## src/rtl/core/cgbm_pkg.sv

```systemverilog
// Package for the curvilinear grid bilinear map block.
// Holds field widths, parameter defaults, codes, FSM state type and the
// command/status structs shared by controller, datapath and lanes.
package cgbm_pkg;

	localparam int MAX_NODES_DEF   = 64;
	localparam int COORD_WIDTH_DEF = 32;
	localparam int FRAC_BITS_DEF   = 16;

	localparam int IDX_W      = 32;
	localparam int CELL_W     = 6;
	localparam int CFG_IDX_W  = 1;
	localparam int CFG_DATA_W = 6;

	localparam logic [CELL_W-1:0] CELLS_RESET = 6'd63;

	localparam logic [CFG_IDX_W-1:0] CFG_CELLS_I = 1'd0;
	localparam logic [CFG_IDX_W-1:0] CFG_CELLS_J = 1'd1;

	localparam logic REQ_LOAD = 1'b0;
	localparam logic REQ_MAP  = 1'b1;

	typedef enum logic [1:0] {
		RD_00,
		RD_10,
		RD_01,
		RD_11
	} rd_sel_t;

	typedef enum logic [2:0] {
		OPA_P00,
		OPA_P10,
		OPA_P01,
		OPA_A,
		OPA_B,
		OPA_C,
		OPA_TMP
	} opa_sel_t;

	typedef enum logic [1:0] {
		W_U,
		W_V,
		W_ONE_U,
		W_ONE_V
	} opw_sel_t;

	typedef enum logic [2:0] {
		ACC_NONE,
		ACC_CLR,
		ACC_P00,
		ACC_ADD,
		ACC_TMP
	} acc_op_t;

	typedef enum logic [4:0] {
		ST_IDLE,
		ST_RD00,
		ST_RD10,
		ST_RD01,
		ST_RD11,
		ST_WAIT,
		ST_DIFF,
		ST_AREG,
		ST_MA,
		ST_MB,
		ST_MT,
		ST_MC,
		ST_S1,
		ST_S2,
		ST_LAST,
		ST_ZERO,
		ST_DONE
	} state_t;

	typedef struct packed {
		logic     capture;
		logic     write;
		logic     rd_en;
		rd_sel_t  rd_sel;
		logic     diff;
		logic     areg;
		opa_sel_t opa;
		opw_sel_t opw;
		acc_op_t  acc;
		logic     out_load;
	} cmd_t;

	typedef struct packed {
		logic u_zero;
		logic v_zero;
	} status_t;

endpackage

```

## src/rtl/core/cgbm_ctrl.sv

```systemverilog
// Sequencer of the grid map block: handshakes, read and multiply schedule.
// Depends on cgbm_pkg for state, command and status types.
module cgbm_ctrl (
	input  logic              clk,
	input  logic              arst_n,
	input  logic              in_valid,
	input  logic              in_is_map,
	input  logic              out_ready,
	input  cgbm_pkg::status_t status,
	output logic              in_ready,
	output logic              out_valid,
	output cgbm_pkg::cmd_t    cmd
);
	import cgbm_pkg::*;

	state_t state_q, state_d;
	logic   out_valid_q;
	logic   out_free;

	assign out_free  = !out_valid_q || out_ready;
	assign out_valid = out_valid_q;

	always_ff @(posedge clk or negedge arst_n) begin
		if (!arst_n) begin
			state_q     <= ST_IDLE;
			out_valid_q <= 1'b0;
		end else begin
			state_q <= state_d;
			if (cmd.out_load)
				out_valid_q <= 1'b1;
			else if (out_ready)
				out_valid_q <= 1'b0;
		end
	end

	always_comb begin
		state_d = state_q;
		unique case (state_q)
			ST_IDLE: if (in_valid && in_is_map) state_d = ST_RD00;
			ST_RD00: state_d = ST_RD10;
			ST_RD10: state_d = ST_RD01;
			ST_RD01: state_d = ST_RD11;
			ST_RD11: state_d = ST_WAIT;
			ST_WAIT: begin
				if (status.u_zero && status.v_zero)
					state_d = ST_ZERO;
				else if (status.u_zero || status.v_zero)
					state_d = ST_S1;
				else
					state_d = ST_DIFF;
			end
			ST_DIFF: state_d = ST_AREG;
			ST_AREG: state_d = ST_MA;
			ST_MA:   state_d = ST_MB;
			ST_MB:   state_d = ST_MT;
			ST_MT:   state_d = ST_MC;
			ST_MC:   state_d = ST_LAST;
			ST_S1:   state_d = ST_S2;
			ST_S2:   state_d = ST_LAST;
			ST_LAST: state_d = ST_DONE;
			ST_ZERO: state_d = ST_DONE;
			ST_DONE: if (out_free) state_d = ST_IDLE;
			default: state_d = ST_IDLE;
		endcase
	end

	always_comb begin
		in_ready     = 1'b0;
		cmd.capture  = 1'b0;
		cmd.write    = 1'b0;
		cmd.rd_en    = 1'b0;
		cmd.rd_sel   = RD_00;
		cmd.diff     = 1'b0;
		cmd.areg     = 1'b0;
		cmd.opa      = OPA_P00;
		cmd.opw      = W_U;
		cmd.acc      = ACC_NONE;
		cmd.out_load = 1'b0;
		unique case (state_q)
			ST_IDLE: begin
				in_ready    = 1'b1;
				cmd.capture = in_valid && in_is_map;
				cmd.write   = in_valid && !in_is_map;
			end
			ST_RD00: begin
				cmd.rd_en  = 1'b1;
				cmd.rd_sel = RD_00;
			end
			ST_RD10: begin
				cmd.rd_en  = 1'b1;
				cmd.rd_sel = RD_10;
			end
			ST_RD01: begin
				cmd.rd_en  = 1'b1;
				cmd.rd_sel = RD_01;
			end
			ST_RD11: begin
				cmd.rd_en  = 1'b1;
				cmd.rd_sel = RD_11;
			end
			ST_WAIT: ;
			ST_DIFF: cmd.diff = 1'b1;
			ST_AREG: cmd.areg = 1'b1;
			ST_MA: begin
				cmd.opa = OPA_A;
				cmd.opw = W_U;
				cmd.acc = ACC_P00;
			end
			ST_MB: begin
				cmd.opa = OPA_B;
				cmd.opw = W_U;
				cmd.acc = ACC_TMP;
			end
			ST_MT: begin
				cmd.opa = OPA_TMP;
				cmd.opw = W_V;
				cmd.acc = ACC_ADD;
			end
			ST_MC: begin
				cmd.opa = OPA_C;
				cmd.opw = W_V;
				cmd.acc = ACC_ADD;
			end
			ST_S1: begin
				cmd.opa = status.v_zero ? OPA_P10 : OPA_P01;
				cmd.opw = status.v_zero ? W_U : W_V;
				cmd.acc = ACC_CLR;
			end
			ST_S2: begin
				cmd.opa = OPA_P00;
				cmd.opw = status.v_zero ? W_ONE_U : W_ONE_V;
				cmd.acc = ACC_ADD;
			end
			ST_LAST: cmd.acc = ACC_ADD;
			ST_ZERO: cmd.acc = ACC_P00;
			ST_DONE: cmd.out_load = out_free;
			default: ;
		endcase
	end

endmodule

```

## config.mk

```make
export PLATFORM = sky130hd
export DESIGN_NAME = cgbm_ctrl
export DESIGN_NICKNAME = d
export VERILOG_FILES = /design/src/rtl/core/cgbm_pkg.sv /design/src/rtl/core/cgbm_ctrl.sv
export SDC_FILE = /design/constraint.sdc
export NUM_CORES = 1
export LEC_CHECK = 0
export BUFFER_PORTS_ARGS = -buffer_cell sky130_fd_sc_hd__buf_2
export CORE_AREA = 2 2 39 41
export CTS_CLUSTER_SIZE = 25
export DETAILED_ROUTE_END_ITERATION = 10
export DIE_AREA = 0 0 41 43
export PLACE_DENSITY = 0.73
export SKIP_LAST_GASP = 1
export SLEW_MARGIN = 20
export SYNTH_ARGS = -nofsm -noshare
export SYNTH_HDL_FRONTEND = slang
export SYNTH_SLANG_ARGS = --single-unit
```

## constraint.sdc

```tcl
create_clock -name clk -period 1.5 [get_ports clk]
set_clock_uncertainty 0.15 [all_clocks]
set_input_delay 0 -clock clk [delete_from_list [all_inputs] [get_ports clk]]
set_output_delay 0 -clock clk [all_outputs]
set_load 0.01 [all_outputs]
```

==> Word-level counts from Yosys, hierarchy flattened <==
Index checks and enable logic that the tools add are counted.
{ "op_classes": {"eq_ne": 18, "muxes": 18, "n_reduce_logical": 14} }
{ "ops": {"columns": ["operator", "n"], "rows": [
  ["$pmux W5 S15", 1],
  ["$eq A5 B4 Y1 const B", 8],
  ["$pmux W5 S6", 1],
  ["$pmux W3 S4", 2],
  ["$eq A5 B3 Y1 const B", 4],
  ["$eq A5 B2 Y1 const B", 2],
  ["$mux W5", 2],
  ["$mux W1", 8],
  ["$mux W4", 2],
  ["$reduce_or A2 Y1", 3],
  ["$eq A5 B1 Y1 const B", 1],
  ["$eq A5 B5 Y1 const B", 1],
  ["$logic_not A5 Y1", 1],
  ["$mux W2", 2],
  ["$ne A2 B2 Y1 const B", 2],
  ["$reduce_or A4 Y1", 1],
  ["$logic_and A1 B1 Y1", 3],
  ["$logic_not A1 Y1", 2],
  ["$logic_or A1 B1 Y1", 2],
  ["$reduce_and A2 Y1", 1],
  ["$reduce_bool A2 Y1", 1]
]} }
{ "word_totals": {"ff_bits": 6} }

==> Longest topological paths before layout <==
Gate-level depths: netlist of run 1.
{ "depth": {"word_depth": 4, "ltp_mapped": 5, "ltp_nobuf": 5} }

==> Worst setup path before layout of run 1 <==
Ideal clock, no wire load.
{ "synth_path": {"kind": "register to output", "start": "register state_q[4]", "end": "output cmd[14] (netlist name)", "arrival_ps": 1284, "t_required_ps": 1350, "slack_ps": 66, "path_stages_with_launch": 5, "n_path_buf": 1, "cell_sequence": "dfrtp_1 > buf_6 > or3_4 > nor3_4 > and3b_1"} }
{ "synth_lines": {"columns": ["item", "line_no", "source"], "rows": [
  ["from (decl)", "cgbm_ctrl.sv:16", "state_t state_q, state_d;"],
  ["from (signal assigned)", "cgbm_ctrl.sv:28", "state_q <= state_d;"],
  ["to (decl)", "cgbm_ctrl.sv:12", "output cgbm_pkg::cmd_t cmd"]
]} }

==> summary.txt, run 1 <==
Timing
  • Final Hold Viols: 0
  • Clock period minus worst slack: 1.62 ns
  • Setup violations, final: 12
  • Max frequency: approximately 620 MHz
  • Worst slew pin tran: 0.289 ns
  • Setup slack after layout: -0.116 ns
  • RSZ-0062 raised after global routing: yes
  • Share of the cycle needed by the critical path after routing: 108%
  • Max-slew violation count: 0
  • Slew HR: 80.7%

Floorplan
  • Die Wd: 41 um
  • I/O Pins: 25
  • Initial Util: 40.7%
  • FP Rows: 14
  • Die area: 1760 um2
  • Core Region: 1380 um2
  • Die Y: 43 um

Logic synthesis
  • Sequential fraction of the synthesis area: 26.7%
  • Post-synth top flop: dfrtp_1
  • Flops & latches, synth: 6
  • Syn Area/Cell: between 7 and 8 um2
  • Ys async rst share: 100%
  • Post-Synth Simple-Gate Area: about two fifths
  • Mapped Cells: 73
  • Yosys cell types: 34
  • Mux cell area share after synthesis: 0%
  • Synth Warn #: 0
  • Synth Area in XOR/XNOR: between 4 and 5%
  • Compound-Gate Fraction of Synth Area: between 15 and 20%
  • Main combinational cell family by area after synthesis: simple AND/OR/NAND/NOR gates
  • Syn nets: 82
  • Post-Synth Adder-Cell Area: 4.44%
  • Number of synthesized flops with an enable pin: 0
  • Mapped cell area: 563 um2

Finish
  • Nets@finish: about 140
  • Area delta synth->final: 96.0%
  • Final Util: 79.7%
  • Number of inserted diodes: 0
  • Layout cell share with drive strength beyond 1: 63.0%

Clock tree
  • Worst-Skew Late Latency: 0.24 ns
  • Clock root buffer: clkbuf_4
  • CTS H-tree lvls: 1
  • CTS tree: built
  • Clock buffer count from CTS: 3
  • Clock-pin transition on the worst setup and hold timing paths: roughly 0.04 ns
  • CTS sink cnt: 6
  • Max Buffers Root-to-Sink: 2

Route
  • Vias per inst: 5.32
  • Drt first pass iters: 4
  • Via count: 761
  • DRC Markers: 0
  • Starting DRT DRC Count: 12
  • Detail Route Antenna Nets: 0
  • Final wirelength: 2.09 mm
  • Post-DR wirelength/cell: 14.6 um

Placement
  • I/O Buffers: 24
  • HPWL Detailed: between 1 and 1.5 mm
  • Place WS: slightly below 0.06 ns
  • Gpl congestion: 0.849

Run status
  • Failing checks: negative setup slack
  • Outcome: finished with violations

Critical path
  • Slowest-stage cell, CP: or3_4
  • Critical path class: flop to output pin
  • CP required: between 1 and 1.5 ns
  • CP arrival: between 1 and 1.5 ns
  • Startpoint types: flop
  • CP Max Fanout: 3
  • Slowest stage delay, CP: 0.41 ns
  • CP Cell Sequence: or3_4 > nor3_4 > and3_1 > buf_2
  • Crit path capture type: output pin

Global route
  • First-pass GRT wire length: approximately 2.6 mm
  • Vias in the first global route: 587
  • GR Overflow Total: 0
  • Initial antenna violation count: 0
  • Largest net degree at the start of global routing: 10
  • Total track usage: between 20% and 30%

Flow run
  • Max Cap Viol: 0

Min path
  • Hold WC Path Type: primary input to flop

Pwr
  • Power Dens Cells: between 2000 and 2500 nW/um2
  • Max IR drop VDD: 1260 uV
  • Total leakage power: 0.554 nW
## power breakdown
part	switching (mW)	internal, mW	total, mW
combinational	0.990	1.06	2.05
clock	0.0530	0.0902	0.143
sequential	0.109	0.239	0.348
## registers in the layout (all words and copies together), names as in the netlist
register and cells:
out_valid 1, state_q 5
## critical path, delay by kind of cell, from the launching register on
| family | cells | cell delay [ns] |
|---|---|---|
| buffers and inverters | 1 | 0.12 |
| DFF | 1 | 0.39 |
| and+or+nand+nor | 3 | 0.71 |
## cell usage in the layout (no fill, tap or decap), types with 4 or more instances in the layout
cell type / netlist / layout
nand2b_1: 5 / 4
nor2_1: 9 / 5
nor3_1: 6 / 4
dlygate4sd3_1: 0 / 5
buf_2: 4 / 23
nand2_1: 6 / 5
buf_4: 1 / 21
buf_6: 1 / 9
## worst paths after layout
check | from | endpoint | slack (ns) | cells after the start
max in group asynchronous | arst_n | state_q[1] | 0.41 | 3
min | status[1] | state_q[1] | 0.20 | 6
min in group asynchronous | arst_n | state_q[3] | 0.55 | 3
max | state_q[4] | cmd[15] | -0.12 | 4
min reg2reg | out_valid | out_valid | 0.44 | 2
max reg2reg | state_q[1] | state_q[0] | -0.04 | 5
## layer usage
layer / vias to the layer above / GRT usage [%] / part of all wire [%]
met2: 30 / 35.3 / 53
met3: 6 / 1.57 / 4.2
met5: - / 0 / 0
met4: 0 / 2.00 / 2.9
met1: 362 / 27.4 / 40
li1: 363 / - / -
## timing repair
action                                  4_1_cts  5_1_grt
setup buffers                                10       10
cloned                                        0        1
hold buffers                                  5        0
endpoints found under the setup margin       15       17
pin swaps                                     2       13
hold endpoints to repair                      9        0
gates resized for setup                      14       20
## through the flow
stage               cells  area (um2)  power [mW]  TNS, ns  hold WS [ns]
floorplan              73         563        1.14        0        -0.446
global placement      115         731        1.51        0        -0.322
detailed placement    115         731        1.53        0        -0.318
CTS                   133         925        2.00   -0.668         0.188
global route          143        1100        2.70    -1.67         0.288
finish                143        1100        2.54   -0.806         0.203
## synthesized netlist by cell type (2+ instances only)
cell type | n | area share [%]
a211oi_1 | 2 | 2.7
a21oi_1 | 3 | 2.7
buf_2 | 4 | 3.6
dfrtp_1 | 6 | 27
ha_1 | 2 | 4.4
inv_1 | 3 | 2.0
nand2_1 | 6 | 4.0
nand2b_1 | 5 | 5.6
nand3_1 | 2 | 1.8
nor2_1 | 9 | 6.0
nor3_1 | 6 | 5.3
o21a_1 | 2 | 2.7
xor2_1 | 2 | 3.1
## cells by family after synthesis
logic type	count (synthesis)
simple gates	38
compound gates	13
buf+inv	11
flops	6
xor+xnor	3
fa+ha+maj	2
## final cells by class
type	count	area (um2)
Multi-Input combinational cell	57	472
Timing Repair Buffer	58	424
Fill cell	85	280
Sequential cell	6	154
Clock buffer	3	22.5
Tap cell	16	20.0
Inverter	3	11.3
(Power assumes the default switching activity.)
==> run 2, diff against run 1 <==
--- a/config.mk
+++ b/config.mk
@@ -10,6 +10,7 @@
 export CTS_CLUSTER_SIZE = 25
 export DETAILED_ROUTE_END_ITERATION = 10
 export DIE_AREA = 0 0 41 43
+export MAX_ROUTING_LAYER = met4
 export PLACE_DENSITY = 0.73
 export SKIP_LAST_GASP = 1
 export SLEW_MARGIN = 20
==> summary.txt, run 2 (synthesized netlist as in run 1, its figures left out) <==
Run status
  • Outcome: finished with violations
  • Failing checks: negative setup slack

Clock tree
  • Worst-Skew Late Latency: 0.24 ns
  • CTS sink cnt: 6
  • Max Buffers Root-to-Sink: 2
  • Clock-pin transition on the worst setup and hold timing paths: around 0.04 ns
  • Clock root buffer: clkbuf_4
  • CTS tree: built
  • CTS H-tree lvls: 1
  • Clock buffer count from CTS: 3

Critical path
  • Crit path capture type: output pin
  • Slowest stage delay, CP: 0.44 ns
  • CP required: 1.35 ns
  • CP Max Fanout: 5
  • CP arrival: between 1 and 1.5 ns
  • Startpoint types: flop
  • Critical path class: flop to output pin
  • CP Cell Sequence: or3_4 > nor3_4 > and3_1 > buf_2
  • Slowest-stage cell, CP: dfrtp_2

Global route
  • Initial antenna violation count: 0
  • Largest net degree at the start of global routing: 10
  • Total track usage: 21.0%
  • First-pass GRT wire length: 2.57 mm
  • GR Overflow Total: 0
  • Vias in the first global route: 586

Timing
  • Final Hold Viols: 0
  • Clock period minus worst slack: 1.61 ns
  • Setup slack after layout: -0.115 ns
  • Hold slack: 0.202 ns
  • Final setup TNS: -0.801 ns
  • Worst slew pin tran: 0.285 ns
  • Slew HR: 81.0%
  • Share of the cycle needed by the critical path after routing: 108%
  • Max frequency: just over 600 MHz
  • RSZ-0062 raised after global routing: yes
  • Setup violations, final: 12
  • Max-slew violation count: 0

Route
  • DRC Markers: 0
  • Drt first pass iters: 4
  • Detail Route Antenna Nets: 0
  • Via count: roughly 760
  • Post-DR wirelength/cell: 14.6 um
  • Starting DRT DRC Count: 12
  • Final wirelength: 2.09 mm
  • Vias per inst: 5.33

Floorplan
  • Initial Util: around two fifths
  • Die Y: 43 um
  • Die Wd: slightly above 40 um
  • I/O Pins: 25
  • FP Rows: 14
  • Die area: 1760 um2
  • Core Region: 1380 um2

Pwr
  • Power Dens Cells: 2300 nW/um2
  • P_sw: 1.15 mW
  • Part of the power in registers: 13.7%
  • Total power draw: 2.54 mW
  • Int Pwr: 1.39 mW
  • Sw Share: 45.4%
  • Total leakage power: 0.554 nW
  • Clock share of power: 5.7%
  • Combinational Power Share: 80.7%
  • Max IR drop VDD: 1260 uV

Placement
  • Place WS: about 0.06 ns
  • I/O Buffers: 24
  • Dpl cells: around 120
  • Dpl cell area: 731 um2
  • HPWL Detailed: 1.01 mm
  • Gpl congestion: 0.862

Finish
  • Multi-input logic area: 472 um2
  • Top reg by flops: state_q
  • Layout Cell Area excl Fill: 1100 um2
  • Final Util: between 70% and 80%
  • Seq. cell area: 154 um2
  • Number of inserted diodes: 0
  • Fin cells: roughly 140
  • Largest register FFs: 5
  • Layout cell share with drive strength beyond 1: 63.0%
  • Nets@finish: 138
  • Fillers: 85
  • Commonest non-fill, non-tap cell in the layout: buf_2
  • Area delta synth->final: 96.0%
  • Most frequent cells in the layout: 23 x buf_2, 21 x buf_4, 9 x buf_6

Flow run
  • Max Cap Viol: 0

Min path
  • Hold WC Path Type: primary input to flop
[run 2: cell counts in the layout (fill, tap and decap cells not counted)]
No cell type changed its count.
[run 2: power by group through the flow]
stage | clock network, mW | logic, mW | registers (mW)
final | 0.144 | 2.05 | 0.347
after global routing | 0.156 | 2.19 | 0.354
after CTS | 0.147 | 1.53 | 0.331
after detailed placement | 0 | 1.19 | 0.342
after global placement | 0 | 1.18 | 0.338
after floorplan | 0 | 0.891 | 0.251
[run 2: cell type report]
class,instances,area share [%]
repair buffers,58,38.4
multi-input cells,57,42.7
inverters,3,1.02
well taps,16,1.81
clock buffers,3,2.04
flip-flops and latches,6,13.9
[run 2: timing repair]
action	4_1_cts	5_1_grt
hold buffers	5	0
pin swaps	2	13
gates resized for setup	14	20
hold endpoints to repair	9	0
endpoints found under the setup margin	15	17
gates cloned	0	1
setup buffers	10	10
[run 2: final timing paths]
kind	from	to	slack (ns)	cells after the start
worst max register to register	state_q[1]	state_q[0]	-0.04	5
max in group asynchronous	arst_n	state_q[1]	0.42	3
worst max-delay path	state_q[0]	cmd[15]	-0.11	4
min in group asynchronous	arst_n	state_q[3]	0.54	3
worst min register to register	out_valid	out_valid	0.44	2
worst min-delay path	status[1]	state_q[1]	0.20	6
[run 2: metal layers]
layer	global-route usage [%]	share of wire [%]	vias up
met5	-	0	-
met4	2.00	2.9	0
met3	1.57	4.6	6
met2	35.3	53	30
met1	27.4	40	363
li1	-	-	363
[run 2: critical path: cells and delay by family (launching register included)]
| kind | cells | cell delay, ns |
|---|---|---|
| buffers and inverters | 1 | 0.12 |
| and+or+nand+nor | 3 | 0.66 |
| DFF | 1 | 0.44 |
